==> src/hdl/hafd_pkg.sv <==
// ----------------------------------------------------------------------------
// HDLC async frame decoder package
// Shared constants, status and control codes, state type and the CRC step.
// ----------------------------------------------------------------------------
package hafd_pkg;

   localparam int BUFFER_DEPTH_DEFAULT = 64;
   localparam int OCTET_W              = 8;
   localparam int STATUS_W             = 3;
   localparam int INFO_LEN_W           = 6;
   localparam int CSR_INDEX_W          = 2;
   localparam int MIN_FRAME            = 4;
   localparam int HEADER_OCTETS        = 2;

   localparam logic [15:0] CRC_INIT = 16'hFFFF;
   localparam logic [15:0] CRC_POLY = 16'h8408;
   localparam logic [15:0] CRC_GOOD = 16'hF0B8;

   localparam logic [OCTET_W-1:0] FLAG_RESET   = 8'h7E;
   localparam logic [OCTET_W-1:0] ESCAPE_RESET = 8'h7D;
   localparam logic [OCTET_W-1:0] MASK_RESET   = 8'h20;

   typedef enum logic [STATUS_W-1:0] {
      ST_FRAME      = 3'd1,
      ST_TOO_SHORT  = 3'd2,
      ST_BAD_FCS    = 3'd3,
      ST_BAD_ESCAPE = 3'd4,
      ST_TOO_LONG   = 3'd5
   } status_type;

   typedef enum logic [CSR_INDEX_W-1:0] {
      CSR_FLAG   = 2'd0,
      CSR_ESCAPE = 2'd1,
      CSR_MASK   = 2'd2
   } csr_index_type;

   typedef enum logic [2:0] {
      BK_IDLE,
      BK_HDR_ADDR,
      BK_HDR_CTRL,
      BK_EMIT,
      BK_READ
   } back_state_type;

   function automatic logic [15:0] crc_byte(input logic [15:0] crc,
                                            input logic [OCTET_W-1:0] data);
      logic [15:0] c;
      c = crc ^ {8'h00, data};
      for (int i = 0; i < 8; i++) begin
         c = c[0] ? ((c >> 1) ^ CRC_POLY) : (c >> 1);
      end
      return c;
   endfunction

endpackage

==> src/hdl/hafd_ifs.sv <==
// ----------------------------------------------------------------------------
// HDLC async frame decoder channels
// Request channel carrying wire octets and response channel carrying results.
// ----------------------------------------------------------------------------
interface hafd_req_if;
   logic       valid;
   logic       ready;
   logic [7:0] octet;

   modport source(output valid, output octet, input ready);
   modport sink(input valid, input octet, output ready);
endinterface

interface hafd_rsp_if;
   logic       valid;
   logic       ready;
   logic [2:0] status;
   logic [7:0] frame_address;
   logic [7:0] frame_control;
   logic [5:0] info_length;
   logic [7:0] info_byte;
   logic       info_valid;
   logic       last;

   modport source(output valid, output status, output frame_address, output frame_control,
                  output info_length, output info_byte, output info_valid, output last,
                  input ready);
   modport sink(input valid, input status, input frame_address, input frame_control,
                input info_length, input info_byte, input info_valid, input last,
                output ready);
endinterface

==> src/hdl/hafd_ram.sv <==
// ----------------------------------------------------------------------------
// Generic RAM
// One write port, one read port with registered read data.
// ----------------------------------------------------------------------------
module hafd_ram #(
   parameter int WIDTH = 8,
   parameter int DEPTH = 64,
   localparam int ADDR_W = $clog2(DEPTH)
) (
   input  logic              clock,
   input  logic              wr_en,
   input  logic [ADDR_W-1:0] wr_addr,
   input  logic [WIDTH-1:0]  wr_data,
   input  logic              rd_en,
   input  logic [ADDR_W-1:0] rd_addr,
   output logic [WIDTH-1:0]  rd_data
);

   logic [WIDTH-1:0] mem_ff [DEPTH];
   logic [WIDTH-1:0] rd_data_ff;

   always_ff @(posedge clock) begin
      if (wr_en) begin
         mem_ff[wr_addr] <= wr_data;
      end
      if (rd_en) begin
         rd_data_ff <= mem_ff[rd_addr];
      end
   end

   assign rd_data = rd_data_ff;

endmodule

==> src/hdl/hafd_queue.sv <==
// ----------------------------------------------------------------------------
// HDLC async frame decoder command queue
// Two-entry FIFO of frame verdicts between the front and the back.
// ----------------------------------------------------------------------------
module hafd_queue #(
   parameter int WIDTH = 8
) (
   input  logic             clock,
   input  logic             reset,
   input  logic             push,
   input  logic [WIDTH-1:0] push_data,
   output logic             full,
   input  logic             pop,
   output logic [WIDTH-1:0] pop_data,
   output logic             not_empty
);

   localparam int DEPTH = 2;
   localparam int PTR_W = $clog2(DEPTH);
   localparam int CNT_W = $clog2(DEPTH + 1);

   logic [WIDTH-1:0] entry_ff [DEPTH];
   logic [PTR_W-1:0] wr_ptr_ff, wr_ptr_in;
   logic [PTR_W-1:0] rd_ptr_ff, rd_ptr_in;
   logic [CNT_W-1:0] count_ff, count_in;

   assign full      = (count_ff == CNT_W'(DEPTH));
   assign not_empty = (count_ff != '0);
   assign pop_data  = entry_ff[rd_ptr_ff];

   always_comb begin
      wr_ptr_in = push ? wr_ptr_ff + PTR_W'(1) : wr_ptr_ff;
      rd_ptr_in = pop ? rd_ptr_ff + PTR_W'(1) : rd_ptr_ff;
      case ({push, pop})
         2'b10:   count_in = count_ff + CNT_W'(1);
         2'b01:   count_in = count_ff - CNT_W'(1);
         default: count_in = count_ff;
      endcase
   end

   always_ff @(posedge clock) begin
      if (reset) begin
         wr_ptr_ff <= '0;
         rd_ptr_ff <= '0;
         count_ff  <= '0;
      end else begin
         wr_ptr_ff <= wr_ptr_in;
         rd_ptr_ff <= rd_ptr_in;
         count_ff  <= count_in;
      end
   end

   always_ff @(posedge clock) begin
      if (push) begin
         entry_ff[wr_ptr_ff] <= push_data;
      end
   end

endmodule

==> src/hdl/hafd_front.sv <==
// ----------------------------------------------------------------------------
// HDLC async frame decoder front
// Classifies wire octets, unstuffs, stores the frame, runs the CRC and
// queues one verdict per closed or overflowed frame.
// ----------------------------------------------------------------------------
module hafd_front #(
   parameter int BUFFER_DEPTH = hafd_pkg::BUFFER_DEPTH_DEFAULT,
   localparam int ADDR_W = $clog2(BUFFER_DEPTH),
   localparam int LEN_W  = $clog2(BUFFER_DEPTH + 1),
   localparam int CMD_W  = hafd_pkg::STATUS_W + LEN_W
) (
   input  logic                                clock,
   input  logic                                reset,
   hafd_req_if.sink                            req_port,
   input  logic                                csr_write_enable,
   input  logic [hafd_pkg::CSR_INDEX_W-1:0]    csr_index,
   input  logic [hafd_pkg::OCTET_W-1:0]        csr_write_data,
   output logic                                store_write_enable,
   output logic [ADDR_W-1:0]                   store_write_address,
   output logic [hafd_pkg::OCTET_W-1:0]        store_write_data,
   output logic                                cmd_push,
   output logic [CMD_W-1:0]                    cmd_data,
   input  logic                                cmd_full,
   input  logic                                frame_done
);

   logic [hafd_pkg::OCTET_W-1:0] flag_ff, escape_octet_ff, mask_ff;
   logic                         frame_open_ff, frame_open_in;
   logic                         escape_ff, escape_in;
   logic                         dropping_ff, dropping_in;
   logic                         pending_ff, pending_in;
   logic [LEN_W-1:0]             length_ff, length_in;
   logic [15:0]                  crc_ff, crc_in;
   logic                         accept;
   logic [hafd_pkg::OCTET_W-1:0] unstuffed;
   hafd_pkg::status_type         cmd_status;

   assign req_port.ready      = !pending_ff && !cmd_full;
   assign accept              = req_port.valid && req_port.ready;
   assign unstuffed           = escape_ff ? (req_port.octet ^ mask_ff) : req_port.octet;
   assign store_write_address = length_ff[ADDR_W-1:0];
   assign store_write_data    = unstuffed;
   assign cmd_data            = {cmd_status, length_ff};

   always_comb begin
      frame_open_in      = frame_open_ff;
      escape_in          = escape_ff;
      dropping_in        = dropping_ff;
      length_in          = length_ff;
      crc_in             = crc_ff;
      pending_in         = pending_ff && !frame_done;
      cmd_push           = 1'b0;
      cmd_status         = hafd_pkg::ST_TOO_LONG;
      store_write_enable = 1'b0;
      if (accept) begin
         if (req_port.octet == flag_ff) begin
            if (frame_open_ff && escape_ff) begin
               cmd_push   = 1'b1;
               cmd_status = hafd_pkg::ST_BAD_ESCAPE;
            end else if (frame_open_ff && !dropping_ff && length_ff != '0) begin
               cmd_push = 1'b1;
               if (length_ff < LEN_W'(hafd_pkg::MIN_FRAME)) begin
                  cmd_status = hafd_pkg::ST_TOO_SHORT;
               end else if (crc_ff != hafd_pkg::CRC_GOOD) begin
                  cmd_status = hafd_pkg::ST_BAD_FCS;
               end else begin
                  cmd_status = hafd_pkg::ST_FRAME;
                  pending_in = 1'b1;
               end
            end
            length_in     = '0;
            crc_in        = hafd_pkg::CRC_INIT;
            frame_open_in = 1'b1;
            escape_in     = 1'b0;
            dropping_in   = 1'b0;
         end else if (frame_open_ff && !dropping_ff) begin
            if (!escape_ff && req_port.octet == escape_octet_ff) begin
               escape_in = 1'b1;
            end else begin
               escape_in = 1'b0;
               if (length_ff == LEN_W'(BUFFER_DEPTH)) begin
                  dropping_in = 1'b1;
                  cmd_push    = 1'b1;
                  cmd_status  = hafd_pkg::ST_TOO_LONG;
               end else begin
                  store_write_enable = 1'b1;
                  length_in          = length_ff + LEN_W'(1);
                  crc_in             = hafd_pkg::crc_byte(crc_ff, unstuffed);
               end
            end
         end
      end
   end

   always_ff @(posedge clock) begin
      if (reset) begin
         frame_open_ff <= 1'b0;
         escape_ff     <= 1'b0;
         dropping_ff   <= 1'b0;
         pending_ff    <= 1'b0;
         length_ff     <= '0;
         crc_ff        <= hafd_pkg::CRC_INIT;
      end else begin
         frame_open_ff <= frame_open_in;
         escape_ff     <= escape_in;
         dropping_ff   <= dropping_in;
         pending_ff    <= pending_in;
         length_ff     <= length_in;
         crc_ff        <= crc_in;
      end
   end

   always_ff @(posedge clock) begin
      if (reset) begin
         flag_ff         <= hafd_pkg::FLAG_RESET;
         escape_octet_ff <= hafd_pkg::ESCAPE_RESET;
         mask_ff         <= hafd_pkg::MASK_RESET;
      end else if (csr_write_enable) begin
         case (hafd_pkg::csr_index_type'(csr_index))
            hafd_pkg::CSR_FLAG:   flag_ff         <= csr_write_data;
            hafd_pkg::CSR_ESCAPE: escape_octet_ff <= csr_write_data;
            hafd_pkg::CSR_MASK:   mask_ff         <= csr_write_data;
            default:              ;
         endcase
      end
   end

endmodule

==> src/hdl/hafd_back.sv <==
// ----------------------------------------------------------------------------
// HDLC async frame decoder back
// Turns queued verdicts into results: one error result, or a header result
// followed by the information octets read back from the frame store.
// ----------------------------------------------------------------------------
module hafd_back #(
   parameter int BUFFER_DEPTH = hafd_pkg::BUFFER_DEPTH_DEFAULT,
   localparam int ADDR_W = $clog2(BUFFER_DEPTH),
   localparam int LEN_W  = $clog2(BUFFER_DEPTH + 1),
   localparam int CMD_W  = hafd_pkg::STATUS_W + LEN_W
) (
   input  logic                         clock,
   input  logic                         reset,
   input  logic                         cmd_valid,
   input  logic [CMD_W-1:0]             cmd_data,
   output logic                         cmd_pop,
   output logic                         store_read_enable,
   output logic [ADDR_W-1:0]            store_read_address,
   input  logic [hafd_pkg::OCTET_W-1:0] store_read_data,
   output logic                         frame_done,
   hafd_rsp_if.source                   rsp_port
);

   hafd_pkg::back_state_type state_ff, state_in;
   logic [LEN_W-1:0]             count_ff, count_in;
   logic [LEN_W-1:0]             info_count_ff, info_count_in;
   logic [LEN_W-1:0]             count_next;
   logic [hafd_pkg::OCTET_W-1:0] address_ff, address_in;
   logic [hafd_pkg::OCTET_W-1:0] control_ff, control_in;
   logic                         out_valid_ff, out_valid_in;
   hafd_pkg::status_type         out_status_ff, out_status_in;
   logic [hafd_pkg::OCTET_W-1:0] out_address_ff, out_address_in;
   logic [hafd_pkg::OCTET_W-1:0] out_control_ff, out_control_in;
   logic [hafd_pkg::INFO_LEN_W-1:0] out_length_ff, out_length_in;
   logic [hafd_pkg::OCTET_W-1:0] out_byte_ff, out_byte_in;
   logic                         out_info_valid_ff, out_info_valid_in;
   logic                         out_last_ff, out_last_in;
   logic                         out_free;
   hafd_pkg::status_type         cmd_status;
   logic [LEN_W-1:0]             cmd_length;

   assign out_free   = !out_valid_ff || rsp_port.ready;
   assign cmd_status = hafd_pkg::status_type'(cmd_data[CMD_W-1 -: hafd_pkg::STATUS_W]);
   assign cmd_length = cmd_data[LEN_W-1:0];
   assign count_next = count_ff + LEN_W'(1);

   assign rsp_port.valid         = out_valid_ff;
   assign rsp_port.status        = out_status_ff;
   assign rsp_port.frame_address = out_address_ff;
   assign rsp_port.frame_control = out_control_ff;
   assign rsp_port.info_length   = out_length_ff;
   assign rsp_port.info_byte     = out_byte_ff;
   assign rsp_port.info_valid    = out_info_valid_ff;
   assign rsp_port.last          = out_last_ff;

   always_comb begin
      state_in           = state_ff;
      count_in           = count_ff;
      info_count_in      = info_count_ff;
      address_in         = address_ff;
      control_in         = control_ff;
      out_valid_in       = out_valid_ff && !rsp_port.ready;
      out_status_in      = out_status_ff;
      out_address_in     = out_address_ff;
      out_control_in     = out_control_ff;
      out_length_in      = out_length_ff;
      out_byte_in        = out_byte_ff;
      out_info_valid_in  = out_info_valid_ff;
      out_last_in        = out_last_ff;
      cmd_pop            = 1'b0;
      store_read_enable  = 1'b0;
      store_read_address = '0;
      frame_done         = 1'b0;
      case (state_ff)
         hafd_pkg::BK_IDLE: begin
            if (cmd_valid && out_free) begin
               cmd_pop = 1'b1;
               if (cmd_status == hafd_pkg::ST_FRAME) begin
                  info_count_in     = cmd_length - LEN_W'(hafd_pkg::MIN_FRAME);
                  store_read_enable = 1'b1;
                  state_in          = hafd_pkg::BK_HDR_ADDR;
               end else begin
                  out_valid_in      = 1'b1;
                  out_status_in     = cmd_status;
                  out_address_in    = '0;
                  out_control_in    = '0;
                  out_length_in     = '0;
                  out_byte_in       = '0;
                  out_info_valid_in = 1'b0;
                  out_last_in       = 1'b1;
               end
            end
         end
         hafd_pkg::BK_HDR_ADDR: begin
            address_in         = store_read_data;
            store_read_enable  = 1'b1;
            store_read_address = ADDR_W'(1);
            state_in           = hafd_pkg::BK_HDR_CTRL;
         end
         hafd_pkg::BK_HDR_CTRL: begin
            control_in        = store_read_data;
            count_in          = '0;
            out_valid_in      = 1'b1;
            out_status_in     = hafd_pkg::ST_FRAME;
            out_address_in    = address_ff;
            out_control_in    = store_read_data;
            out_length_in     = hafd_pkg::INFO_LEN_W'(info_count_ff);
            out_byte_in       = '0;
            out_info_valid_in = 1'b0;
            out_last_in       = (info_count_ff == '0);
            if (info_count_ff == '0) begin
               frame_done = 1'b1;
               state_in   = hafd_pkg::BK_IDLE;
            end else begin
               state_in = hafd_pkg::BK_EMIT;
            end
         end
         hafd_pkg::BK_EMIT: begin
            if (out_free) begin
               store_read_enable  = 1'b1;
               store_read_address = ADDR_W'(count_ff + LEN_W'(hafd_pkg::HEADER_OCTETS));
               state_in           = hafd_pkg::BK_READ;
            end
         end
         hafd_pkg::BK_READ: begin
            count_in          = count_next;
            out_valid_in      = 1'b1;
            out_status_in     = hafd_pkg::ST_FRAME;
            out_address_in    = address_ff;
            out_control_in    = control_ff;
            out_length_in     = hafd_pkg::INFO_LEN_W'(info_count_ff);
            out_byte_in       = store_read_data;
            out_info_valid_in = 1'b1;
            out_last_in       = (count_next == info_count_ff);
            if (count_next == info_count_ff) begin
               frame_done = 1'b1;
               state_in   = hafd_pkg::BK_IDLE;
            end else begin
               state_in = hafd_pkg::BK_EMIT;
            end
         end
         default: begin
            state_in = hafd_pkg::BK_IDLE;
         end
      endcase
   end

   always_ff @(posedge clock) begin
      if (reset) begin
         state_ff     <= hafd_pkg::BK_IDLE;
         out_valid_ff <= 1'b0;
      end else begin
         state_ff     <= state_in;
         out_valid_ff <= out_valid_in;
      end
   end

   always_ff @(posedge clock) begin
      count_ff          <= count_in;
      info_count_ff     <= info_count_in;
      address_ff        <= address_in;
      control_ff        <= control_in;
      out_status_ff     <= out_status_in;
      out_address_ff    <= out_address_in;
      out_control_ff    <= out_control_in;
      out_length_ff     <= out_length_in;
      out_byte_ff       <= out_byte_in;
      out_info_valid_ff <= out_info_valid_in;
      out_last_ff       <= out_last_in;
   end

endmodule

==> src/hdl/hdlc_async_frame_decoder.sv <==
// ----------------------------------------------------------------------------
// HDLC async frame decoder
// Removes asynchronous HDLC framing and checks the CRC-16/X.25 frame check.
// ----------------------------------------------------------------------------
// The block takes one wire octet per cycle on the request channel while it is
// not holding off requests. Error verdicts (too short, bad FCS, bad escape, too
// long) pass through a two-entry queue and come out as single results without
// slowing the input while the response side is ready; a stalled response side
// fills the queue and then holds off requests. After the closing flag of a good
// frame, requests are held off until the back end has read the frame out of the
// frame store: once the verdict is taken, the address octet is read out
// (BK_HDR_ADDR), then the header result is loaded with the control octet
// (BK_HDR_CTRL), and each information octet takes one store read (BK_EMIT,
// which waits while the response side is stalled) and one output register load
// (BK_READ). The frame store is not cleared; no reset sweep is needed.
module hdlc_async_frame_decoder #(
   parameter int BUFFER_DEPTH = hafd_pkg::BUFFER_DEPTH_DEFAULT
) (
   input  logic                             clock,
   input  logic                             reset,
   hafd_req_if.sink                         req_port,
   hafd_rsp_if.source                       rsp_port,
   input  logic                             csr_write_enable,
   input  logic [hafd_pkg::CSR_INDEX_W-1:0] csr_index,
   input  logic [hafd_pkg::OCTET_W-1:0]     csr_write_data
);

   localparam int ADDR_W = $clog2(BUFFER_DEPTH);
   localparam int LEN_W  = $clog2(BUFFER_DEPTH + 1);
   localparam int CMD_W  = hafd_pkg::STATUS_W + LEN_W;

   logic                         store_write_enable;
   logic [ADDR_W-1:0]            store_write_address;
   logic [hafd_pkg::OCTET_W-1:0] store_write_data;
   logic                         store_read_enable;
   logic [ADDR_W-1:0]            store_read_address;
   logic [hafd_pkg::OCTET_W-1:0] store_read_data;
   logic                         cmd_push;
   logic [CMD_W-1:0]             cmd_push_data;
   logic                         cmd_full;
   logic                         cmd_pop;
   logic [CMD_W-1:0]             cmd_pop_data;
   logic                         cmd_valid;
   logic                         frame_done;

   hafd_front #(
      .BUFFER_DEPTH(BUFFER_DEPTH)
   ) u_front (
      .clock               (clock),
      .reset               (reset),
      .req_port            (req_port),
      .csr_write_enable    (csr_write_enable),
      .csr_index           (csr_index),
      .csr_write_data      (csr_write_data),
      .store_write_enable  (store_write_enable),
      .store_write_address (store_write_address),
      .store_write_data    (store_write_data),
      .cmd_push            (cmd_push),
      .cmd_data            (cmd_push_data),
      .cmd_full            (cmd_full),
      .frame_done          (frame_done)
   );

   hafd_queue #(
      .WIDTH(CMD_W)
   ) u_queue (
      .clock     (clock),
      .reset     (reset),
      .push      (cmd_push),
      .push_data (cmd_push_data),
      .full      (cmd_full),
      .pop       (cmd_pop),
      .pop_data  (cmd_pop_data),
      .not_empty (cmd_valid)
   );

   hafd_ram #(
      .WIDTH(hafd_pkg::OCTET_W),
      .DEPTH(BUFFER_DEPTH)
   ) u_store (
      .clock   (clock),
      .wr_en   (store_write_enable),
      .wr_addr (store_write_address),
      .wr_data (store_write_data),
      .rd_en   (store_read_enable),
      .rd_addr (store_read_address),
      .rd_data (store_read_data)
   );

   hafd_back #(
      .BUFFER_DEPTH(BUFFER_DEPTH)
   ) u_back (
      .clock              (clock),
      .reset              (reset),
      .cmd_valid          (cmd_valid),
      .cmd_data           (cmd_pop_data),
      .cmd_pop            (cmd_pop),
      .store_read_enable  (store_read_enable),
      .store_read_address (store_read_address),
      .store_read_data    (store_read_data),
      .frame_done         (frame_done),
      .rsp_port           (rsp_port)
   );

endmodule

==> src/flat_wrapper.sv <==
// flat-port wrapper written by rule: the top's interface ports become plain ports
module hdlc_async_frame_decoder_flat 
#(
   parameter int BUFFER_DEPTH = hafd_pkg::BUFFER_DEPTH_DEFAULT
)
  (clock, reset, csr_write_enable, csr_index, csr_write_data, req_port_valid, req_port_octet, req_port_ready, rsp_port_valid, rsp_port_status, rsp_port_frame_address, rsp_port_frame_control, rsp_port_info_length, rsp_port_info_byte, rsp_port_info_valid, rsp_port_last, rsp_port_ready);
  hafd_req_if req_port_i ();
  hafd_rsp_if rsp_port_i ();
  input  logic clock;
  input  logic reset;
  input  logic csr_write_enable;
  input  logic [hafd_pkg::CSR_INDEX_W-1:0] csr_index;
  input  logic [hafd_pkg::OCTET_W-1:0] csr_write_data;
  input wire logic [$bits(req_port_i.valid)-1:0] req_port_valid;
  input wire logic [$bits(req_port_i.octet)-1:0] req_port_octet;
  output wire logic [$bits(req_port_i.ready)-1:0] req_port_ready;
  output wire logic [$bits(rsp_port_i.valid)-1:0] rsp_port_valid;
  output wire logic [$bits(rsp_port_i.status)-1:0] rsp_port_status;
  output wire logic [$bits(rsp_port_i.frame_address)-1:0] rsp_port_frame_address;
  output wire logic [$bits(rsp_port_i.frame_control)-1:0] rsp_port_frame_control;
  output wire logic [$bits(rsp_port_i.info_length)-1:0] rsp_port_info_length;
  output wire logic [$bits(rsp_port_i.info_byte)-1:0] rsp_port_info_byte;
  output wire logic [$bits(rsp_port_i.info_valid)-1:0] rsp_port_info_valid;
  output wire logic [$bits(rsp_port_i.last)-1:0] rsp_port_last;
  input wire logic [$bits(rsp_port_i.ready)-1:0] rsp_port_ready;
  assign req_port_i.valid = req_port_valid;
  assign req_port_i.octet = req_port_octet;
  assign req_port_ready = req_port_i.ready;
  assign rsp_port_valid = rsp_port_i.valid;
  assign rsp_port_status = rsp_port_i.status;
  assign rsp_port_frame_address = rsp_port_i.frame_address;
  assign rsp_port_frame_control = rsp_port_i.frame_control;
  assign rsp_port_info_length = rsp_port_i.info_length;
  assign rsp_port_info_byte = rsp_port_i.info_byte;
  assign rsp_port_info_valid = rsp_port_i.info_valid;
  assign rsp_port_last = rsp_port_i.last;
  assign rsp_port_i.ready = rsp_port_ready;
  hdlc_async_frame_decoder #(.BUFFER_DEPTH(BUFFER_DEPTH)) u_core (.clock(clock), .reset(reset), .req_port(req_port_i), .rsp_port(rsp_port_i), .csr_write_enable(csr_write_enable), .csr_index(csr_index), .csr_write_data(csr_write_data));
endmodule
==> config.mk <==
export PLATFORM = sky130hd
export DESIGN_NAME = hdlc_async_frame_decoder_flat
export DESIGN_NICKNAME = d
export VERILOG_FILES = /design/src/hdl/hafd_pkg.sv /design/src/hdl/hafd_ifs.sv /design/src/hdl/hafd_ram.sv /design/src/hdl/hafd_queue.sv /design/src/hdl/hafd_front.sv /design/src/hdl/hafd_back.sv /design/src/hdl/hdlc_async_frame_decoder.sv /design/src/flat_wrapper.sv
export SDC_FILE = /design/constraint.sdc
export NUM_CORES = 1
export LEC_CHECK = 0
export BUFFER_PORTS_ARGS = -buffer_cell sky130_fd_sc_hd__buf_2
export CAP_MARGIN = 20
export CORE_AREA = 2 2 223 225
export CTS_BUF_LIST = sky130_fd_sc_hd__clkbuf_4 sky130_fd_sc_hd__clkbuf_8 sky130_fd_sc_hd__clkbuf_16
export DETAILED_ROUTE_END_ITERATION = 16
export DIE_AREA = 0 0 225 227
export PLACE_DENSITY_LB_ADDON = 0.08
export SETUP_SLACK_MARGIN = 0.1
export SYNTH_ARGS = -nofsm -noshare
export SYNTH_HDL_FRONTEND = slang
export SYNTH_SLANG_ARGS = --single-unit
export TNS_END_PERCENT = 10
==> constraint.sdc <==
create_clock -name clock -period 4.2 [get_ports clock]
set_clock_uncertainty 0.1 [all_clocks]
set_input_delay 0.42 -clock clock [delete_from_list [all_inputs] [get_ports clock]]
set_output_delay 0.42 -clock clock [all_outputs]
set_load 0.02 [all_outputs]
* After elaboration in Yosys (flattened, before gate mapping)
Memories as Yosys holds them, arrays and structs flattened. A register that Yosys moved wholly into a read port is not among the register bits.
Index checks and enable logic that the tools add are counted.
** Cells by class
- $add $sub $neg :: 8
- $lt $le $gt $ge :: 1
- Equality and inequality tests :: 21
- Mux-type cells :: 93
- Bitwise gates (word level) :: 10
- Reductions and logical operators :: 40
** Operators by type and width (number)
- 16-bit two-way mux :: 12
- 8-bit case mux with 3 select lines :: 2
- 1-bit two-way mux :: 44
- 7-bit two-way mux :: 4
- 3-bit two-way mux :: 9
- 8-bit two-way mux :: 3
- 2-bit NOT with 3-bit output :: 8
- 6-bit case mux with 2 select lines :: 2
- 6-bit two-way mux :: 3
- 8-bit equality test :: 2
- 16-bit inequality test, second input constant :: 1
- 8-bit case mux with 2 select lines :: 1
- 16-bit by 8-bit XOR with 16-bit output :: 1
- 3-bit case mux with 5 select lines :: 1
- 7-bit by 1-bit adder with 7-bit output, second input constant :: 2
- 7-bit case mux with 2 select lines :: 1
- 2-bit inequality test, second input constant :: 6
- 3-bit AND reduction :: 4
- 2-bit nonzero test :: 6
- 2-bit AND reduction :: 5
- 1-bit logical AND :: 9
- 1-bit case mux with 3 select lines :: 3
- 2-bit two-way mux :: 4
- 4-bit AND reduction :: 2
- other kinds (25) :: 38
** Storage, ports and cells
- Flip-flop bits (word level) :: 124
- Memory bits (writable) :: 532
- Input port bits :: 23
- Output and inout port bits :: 37
- Logic and storage cells :: 200
- Memories :: 2
** Memory list
- u_core.u_store.mem_ff :: words 64, bits a word 8, read ports 1, clocked after memory_dff 1, write ports 1, RTL line hafd_ram.sv:19 : logic [WIDTH-1:0] mem_ff [DEPTH];
- u_core.u_queue.entry_ff :: words 2, bits a word 10, read ports 1, clocked after memory_dff 1, write ports 1, RTL line hafd_queue.sv:22 : logic [WIDTH-1:0] entry_ff [DEPTH];

* Depth between registers and ports, before layout
- Depth after elaboration :: 23
- Gate-level depth with buffers :: 11
- Gate-level depth less buffers :: 10

* Modules after synthesis
From an unflattened synthesis, not the netlist that was laid out.
** Second synthesis, totals
- Cell total of the unflattened synthesis :: 1496
- Area, all modules :: 26967.1 um2
** Modules (own cells, without submodules)
- hafd_ram :: times used 1, cells each 919, area an instance 20193.1 um2, seq. area each 15615.0 um2
- hafd_back :: times used 1, cells each 219, area an instance 3007.9 um2, seq. area each 2031.9 um2
- hafd_front :: times used 1, cells each 305, area an instance 2840.2 um2, seq. area each 1021.0 um2
- hafd_queue :: times used 1, cells each 53, area an instance 925.9 um2, seq. area each 700.7 um2

* Least setup slack after synthesis
Ideal clock, no wire load.
- Path type :: register to register
- Start point :: register u_core.u_front.escape_ff
- End point :: register u_core.u_front.crc_ff[8]
- Library setup time :: 0.137 ns
- Arrival :: 3.720 ns
- Required time :: 3.963 ns
- Setup slack :: 0.243 ns
- Cell stages (with the launch flop) :: 9
- Buffers on the path :: 1
- Period minus slack after synthesis :: 3.957 ns
- Cell sequence :: dfxtp_1 -> clkbuf_1 -> nand2_1 -> xnor2_1 -> xnor2_1 -> xor2_1 -> xnor2_1 -> nand2_1 -> nand3_1
** On the way
- Elaborated cells on any way between the ends :: 20
- Classes of those cells :: eq/ne (1); mux (13); bitwise (3); reduce/logical (3)
** RTL lines
- start: declaration :: RTL line hafd_front.sv:29 : logic escape_ff, escape_in;
- start signal: assignment :: RTL line hafd_front.sv:105 : escape_ff <= escape_in;
- 8-bit two-way mux :: RTL line hafd_front.sv:40 : assign unstuffed = escape_ff ? (req_port.octet ^ mask_ff) : req_port.octet;
- named net u_core.store_write_data, one bit :: RTL line hdlc_async_frame_decoder.sv:34 : logic [hafd_pkg::OCTET_W-1:0] store_write_data;
- 16-bit by 8-bit XOR with 16-bit output :: RTL line hafd_pkg.sv:48 : c = crc ^ {8'h00, data};
- 16-bit two-way mux (8 in a row) :: RTL line hafd_pkg.sv:50 : c = c[0] ? ((c >> 1) ^ CRC_POLY) : (c >> 1);
- 16-bit two-way mux :: RTL line hafd_front.sv:81 : if (length_ff == LEN_W'(BUFFER_DEPTH)) begin
- 16-bit two-way mux :: RTL line hafd_front.sv:77 : if (!escape_ff && req_port.octet == escape_octet_ff) begin
- 16-bit two-way mux :: RTL line hafd_front.sv:76 : end else if (frame_open_ff && !dropping_ff) begin
- 16-bit two-way mux :: RTL line hafd_front.sv:56 : if (req_port.octet == flag_ff) begin
- end signal: assignment :: RTL line hafd_front.sv:102 : crc_ff <= hafd_pkg::CRC_INIT;
- end signal: assignment :: RTL line hafd_front.sv:109 : crc_ff <= crc_in;
- end: declaration :: RTL line hafd_front.sv:33 : logic [15:0] crc_ff, crc_in;
The timed path passes the listed nets, and every way through them passes these cells. The select of a mux whose other input is x is not followed.
A chain may end at the register's enable or synchronous reset.

* Worst setup path after layout
- Start point :: register u_core.u_front.length_ff[0]
- End point :: memory u_core.u_store.mem_ff[10][4], enable pin
** On the way
- Longest elaborated chain between the ends :: 8
** Ends and longest elaborated chain
- start: declaration :: RTL line hafd_front.sv:32 : logic [LEN_W-1:0] length_ff, length_in;
- start signal: assignment :: RTL line hafd_front.sv:108 : length_ff <= length_in;
- 7-bit equality test :: RTL line hafd_front.sv:81
- 1-bit two-way mux :: RTL line hafd_front.sv:81
- 1-bit two-way mux :: RTL line hafd_front.sv:77
- 1-bit two-way mux :: RTL line hafd_front.sv:76
- 1-bit two-way mux :: RTL line hafd_front.sv:56
- 1-bit two-way mux :: RTL line hafd_front.sv:55 : if (accept) begin
- 1-bit two-way mux :: RTL line hafd_ram.sv:23 : if (wr_en) begin
- 1-bit two-way mux (implied by the code) :: RTL line hafd_ram.sv:24 : mem_ff[wr_addr] <= wr_data;
- end: declaration :: RTL line hafd_ram.sv:19
Parallel ways exist; a longest one is shown, timed or not.

==> summary.txt <==
DR iter-0 viols -> 1,644
wire length per cell -> 24.77 um
core area -> 48,550 um2
required time of the critical path -> 4.32 ns
Initial Util -> 0.5548
worst skew pair latency -> 0.60 ns
outcome -> finished clean
Via density -> 6.071
layout cells sized above 1 -> 0.1573
hold crit path type -> primary input to register
commonest cells after routing, fill and taps aside -> edfxtp_1 (605), nand2_1 (283), nor2_1 (126), nand3_1 (117), mux2i_1 (113)
Post-Syn Area -> 26,930 um2
Max-cap violations -> 0
CTS root buf -> clkbuf_16
Final Core Density -> 0.6334
die area -> 51,080 um2
Fmax -> 252.7 MHz
crit path capture type -> register
Die Span X -> 225 um
asr flop ratio synth -> 0
via count -> 16.25k
Antenna Cells -> 0
Cell variety after synth -> 70
DP HPWL -> 40,990 um
commonest non-fill, non-tap cell in the layout -> edfxtp_1
clk slew on worst S/H paths -> 0.06 ns
Max Slew Vio Count -> 0
DRT Pass-1 Iters -> 5
IO buf count -> 59
Placed Instance Area -> 28,350 um2
Max transition margin -> 0.3074
Total Routed Length -> 66,280 um
H-tree levels -> 3
initial antenna violation count -> 0
Ports -> 60
P_leak -> 10.50 nW
gr usage total -> 0.2650
endpoints failing setup -> 0
Critical Path Start Type -> register
Mapped Avg Cell Area -> 14.30 um2
Post-synth top flop -> edfxtp_1
Final min period -> 3.957 ns
Yosys reg bits -> 665
wire length of the first global-routing pass -> 99,570 um
worst-path fanout max -> 11
setup TNS -> 0 ns
largest net degree at the start of global routing -> 68
post-CTS setup buffers -> 0
yosys synthesis warning count -> 0
CTS Sinks -> 665
Syn-to-layout area delta -> 14.17%
register area share after synthesis -> 0.7191
Longest Clk Path Bufs -> 3
Tightest Pin Transition -> 1.035 ns
DRC viols -> 0
critical path data arrival time -> 4.08 ns
Net Count, Synth -> 1,912
number of synthesized flops with an enable pin -> 605
TritonCTS clock tree -> built
VDD IR max -> 0.3521 mV
cts bufs inserted -> 68
kind of critical path -> register to register
cell count after synthesis -> 1,883
routability cong. -> 0.8368
ANT nets after route -> 0
Cells after DPL -> 2,546
RSZ-0062 raised after global routing -> true
row cnt -> 81
fin area -> 30,750 um2
Die H -> 227 um
cell area power density -> 459.4 nW/um2
nets -> 2,032
Final Hold Vio Count -> 0
number of global-route vias before repair -> 16.01k
final period utilization -> 0.9422
Power Total -> 14.13 mW
R2R Setup Slk -> 0.24 ns
Finished Layout Cells -> 2,676
gr ovfl total -> 0
area by class of cell:
class	instances	area [um2]
sequential	665	19370
fill	3538	17790
multi-input combinational	1098	7146
clock buffer	100	2054
timing repair buffer	154	1095
tap	622	778.2
clock inverter	21	249.0
inverter	16	60.06
power by group:
group          total [mW]  switching, mW  internal (mW)  leakage, nW
logic               0.606          0.419          0.188         3.41
registers            7.36         0.0474           7.31         5.92
clock network        6.17           2.40           3.76         1.17
total                14.1           2.87           11.3         10.5
cell families (layout without fill, tap and decap cells):
| kind of cell | count (synthesis) | after routing | synth area share |
|---|---|---|---|
| flops | 665 | 665 | 0.7191 |
| simple gates | 661 | 661 | 0.1119 |
| compound gates | 211 | 211 | 0.05770 |
| mux | 144 | 144 | 0.06457 |
| buf+inv | 120 | 291 | 0.01919 |
| xor+xnor | 76 | 76 | 0.02471 |
| fa+ha+maj | 6 | 6 | 0.002787 |
registers in the layout, indices dropped and copies added (netlist names), 3 cells and up, named ones only:
register and cells:
u_core.u_back.address_ff 8, u_core.u_front.length_ff 7, u_core.u_back.count_ff 7, u_core.u_back.rsp_port.info_length 6, u_core.u_back.rsp_port.status 3, u_core.u_back.rsp_port.frame_control 8
u_core.u_back.rsp_port.frame_address 8, u_core.u_queue.entry_ff 20, u_core.u_back.state_ff 3, u_core.u_front.mask_ff 8, u_core.u_front.flag_ff 8, u_core.u_front.escape_octet_ff 8
u_core.u_front.crc_ff 16, u_core.u_back.rsp_port.info_byte 8, u_core.u_store.mem_ff 512, u_core.u_back.control_ff 8, u_core.u_store.rd_data 8, u_core.u_back.info_count_ff 7
Yosys cell counts (all sizes together), types with 11 or more instances:
cell type  instances  area share
a211oi            12      0.0035
a211o             11      0.0036
buf               45      0.0087
a32oi             23      0.0075
edfxtp           605        0.67
clkbuf            59      0.0082
o211ai            12      0.0033
nor2b             12      0.0028
and2              18      0.0042
xor2              37       0.012
dfxtp             60       0.045
and3              15      0.0035
nor2             128       0.018
a31oi             19      0.0044
o21ai             28      0.0052
o2111ai           15      0.0049
xnor2             39       0.013
nor3              17      0.0033
mux4              23       0.019
nand4             22      0.0053
nand2            283       0.039
o22ai             12      0.0028
mux2i            113       0.042
nand3            118       0.022
a21oi             22      0.0042
inv               16      0.0022
routing by layer:
layer | wire (um) | GRT usage
met1 | 28090 | 0.3715
met2 | 31450 | 0.4238
met3 | 4655 | 0.04272
met4 | 2086 | 0.09827
met5 | 0 | 0
what timing repair did:
item | CTS | global route
resized for setup | 0 | 1
setup endpoints to repair | 0 | 45
hold buffers | 8 | 0
endpoints found under the hold margin | 20 | 0
worst paths after layout:
path,startpoint,end,depth (start not counted)
min reg2reg,u_core.u_front.escape_octet_ff[1]$_SDFFE_PP0P_,u_core.u_front.escape_octet_ff[1]$_SDFFE_PP0P_,2
max,u_core.u_front.length_ff[0]$_SDFFE_PP0P_,u_core.u_store.mem_ff[10][4]$_DFFE_PP_,8
min,req_port_valid,u_core.u_front.frame_open_ff$_SDFFE_PP0P_,3
max reg2reg,u_core.u_front.length_ff[0]$_SDFFE_PP0P_,u_core.u_store.mem_ff[10][4]$_DFFE_PP_,8
critical path: stages, from the launching register on:
cell     delay, ns
dfxtp_1       0.54
inv_1         0.15
ha_1          0.25
nand2_1       0.07
nor3_1        0.08
nor4_2        0.55
nor2b_1       0.33
nand3_1       0.69
nor2_1        0.82
metrics by stage:
step / setup slack (ns) / hold WS, ns
after floorplan: 0.2430 / 0.3237
after global routing: 0.009489 / 0.1198
after detailed placement: 0.3169 / 0.3568
final: 0.2427 / 0.08925
after global placement: 0.4722 / 0.3522
after CTS: 0.3448 / 0.06386
No activity file was read; power rests on OpenSTA's default activity.
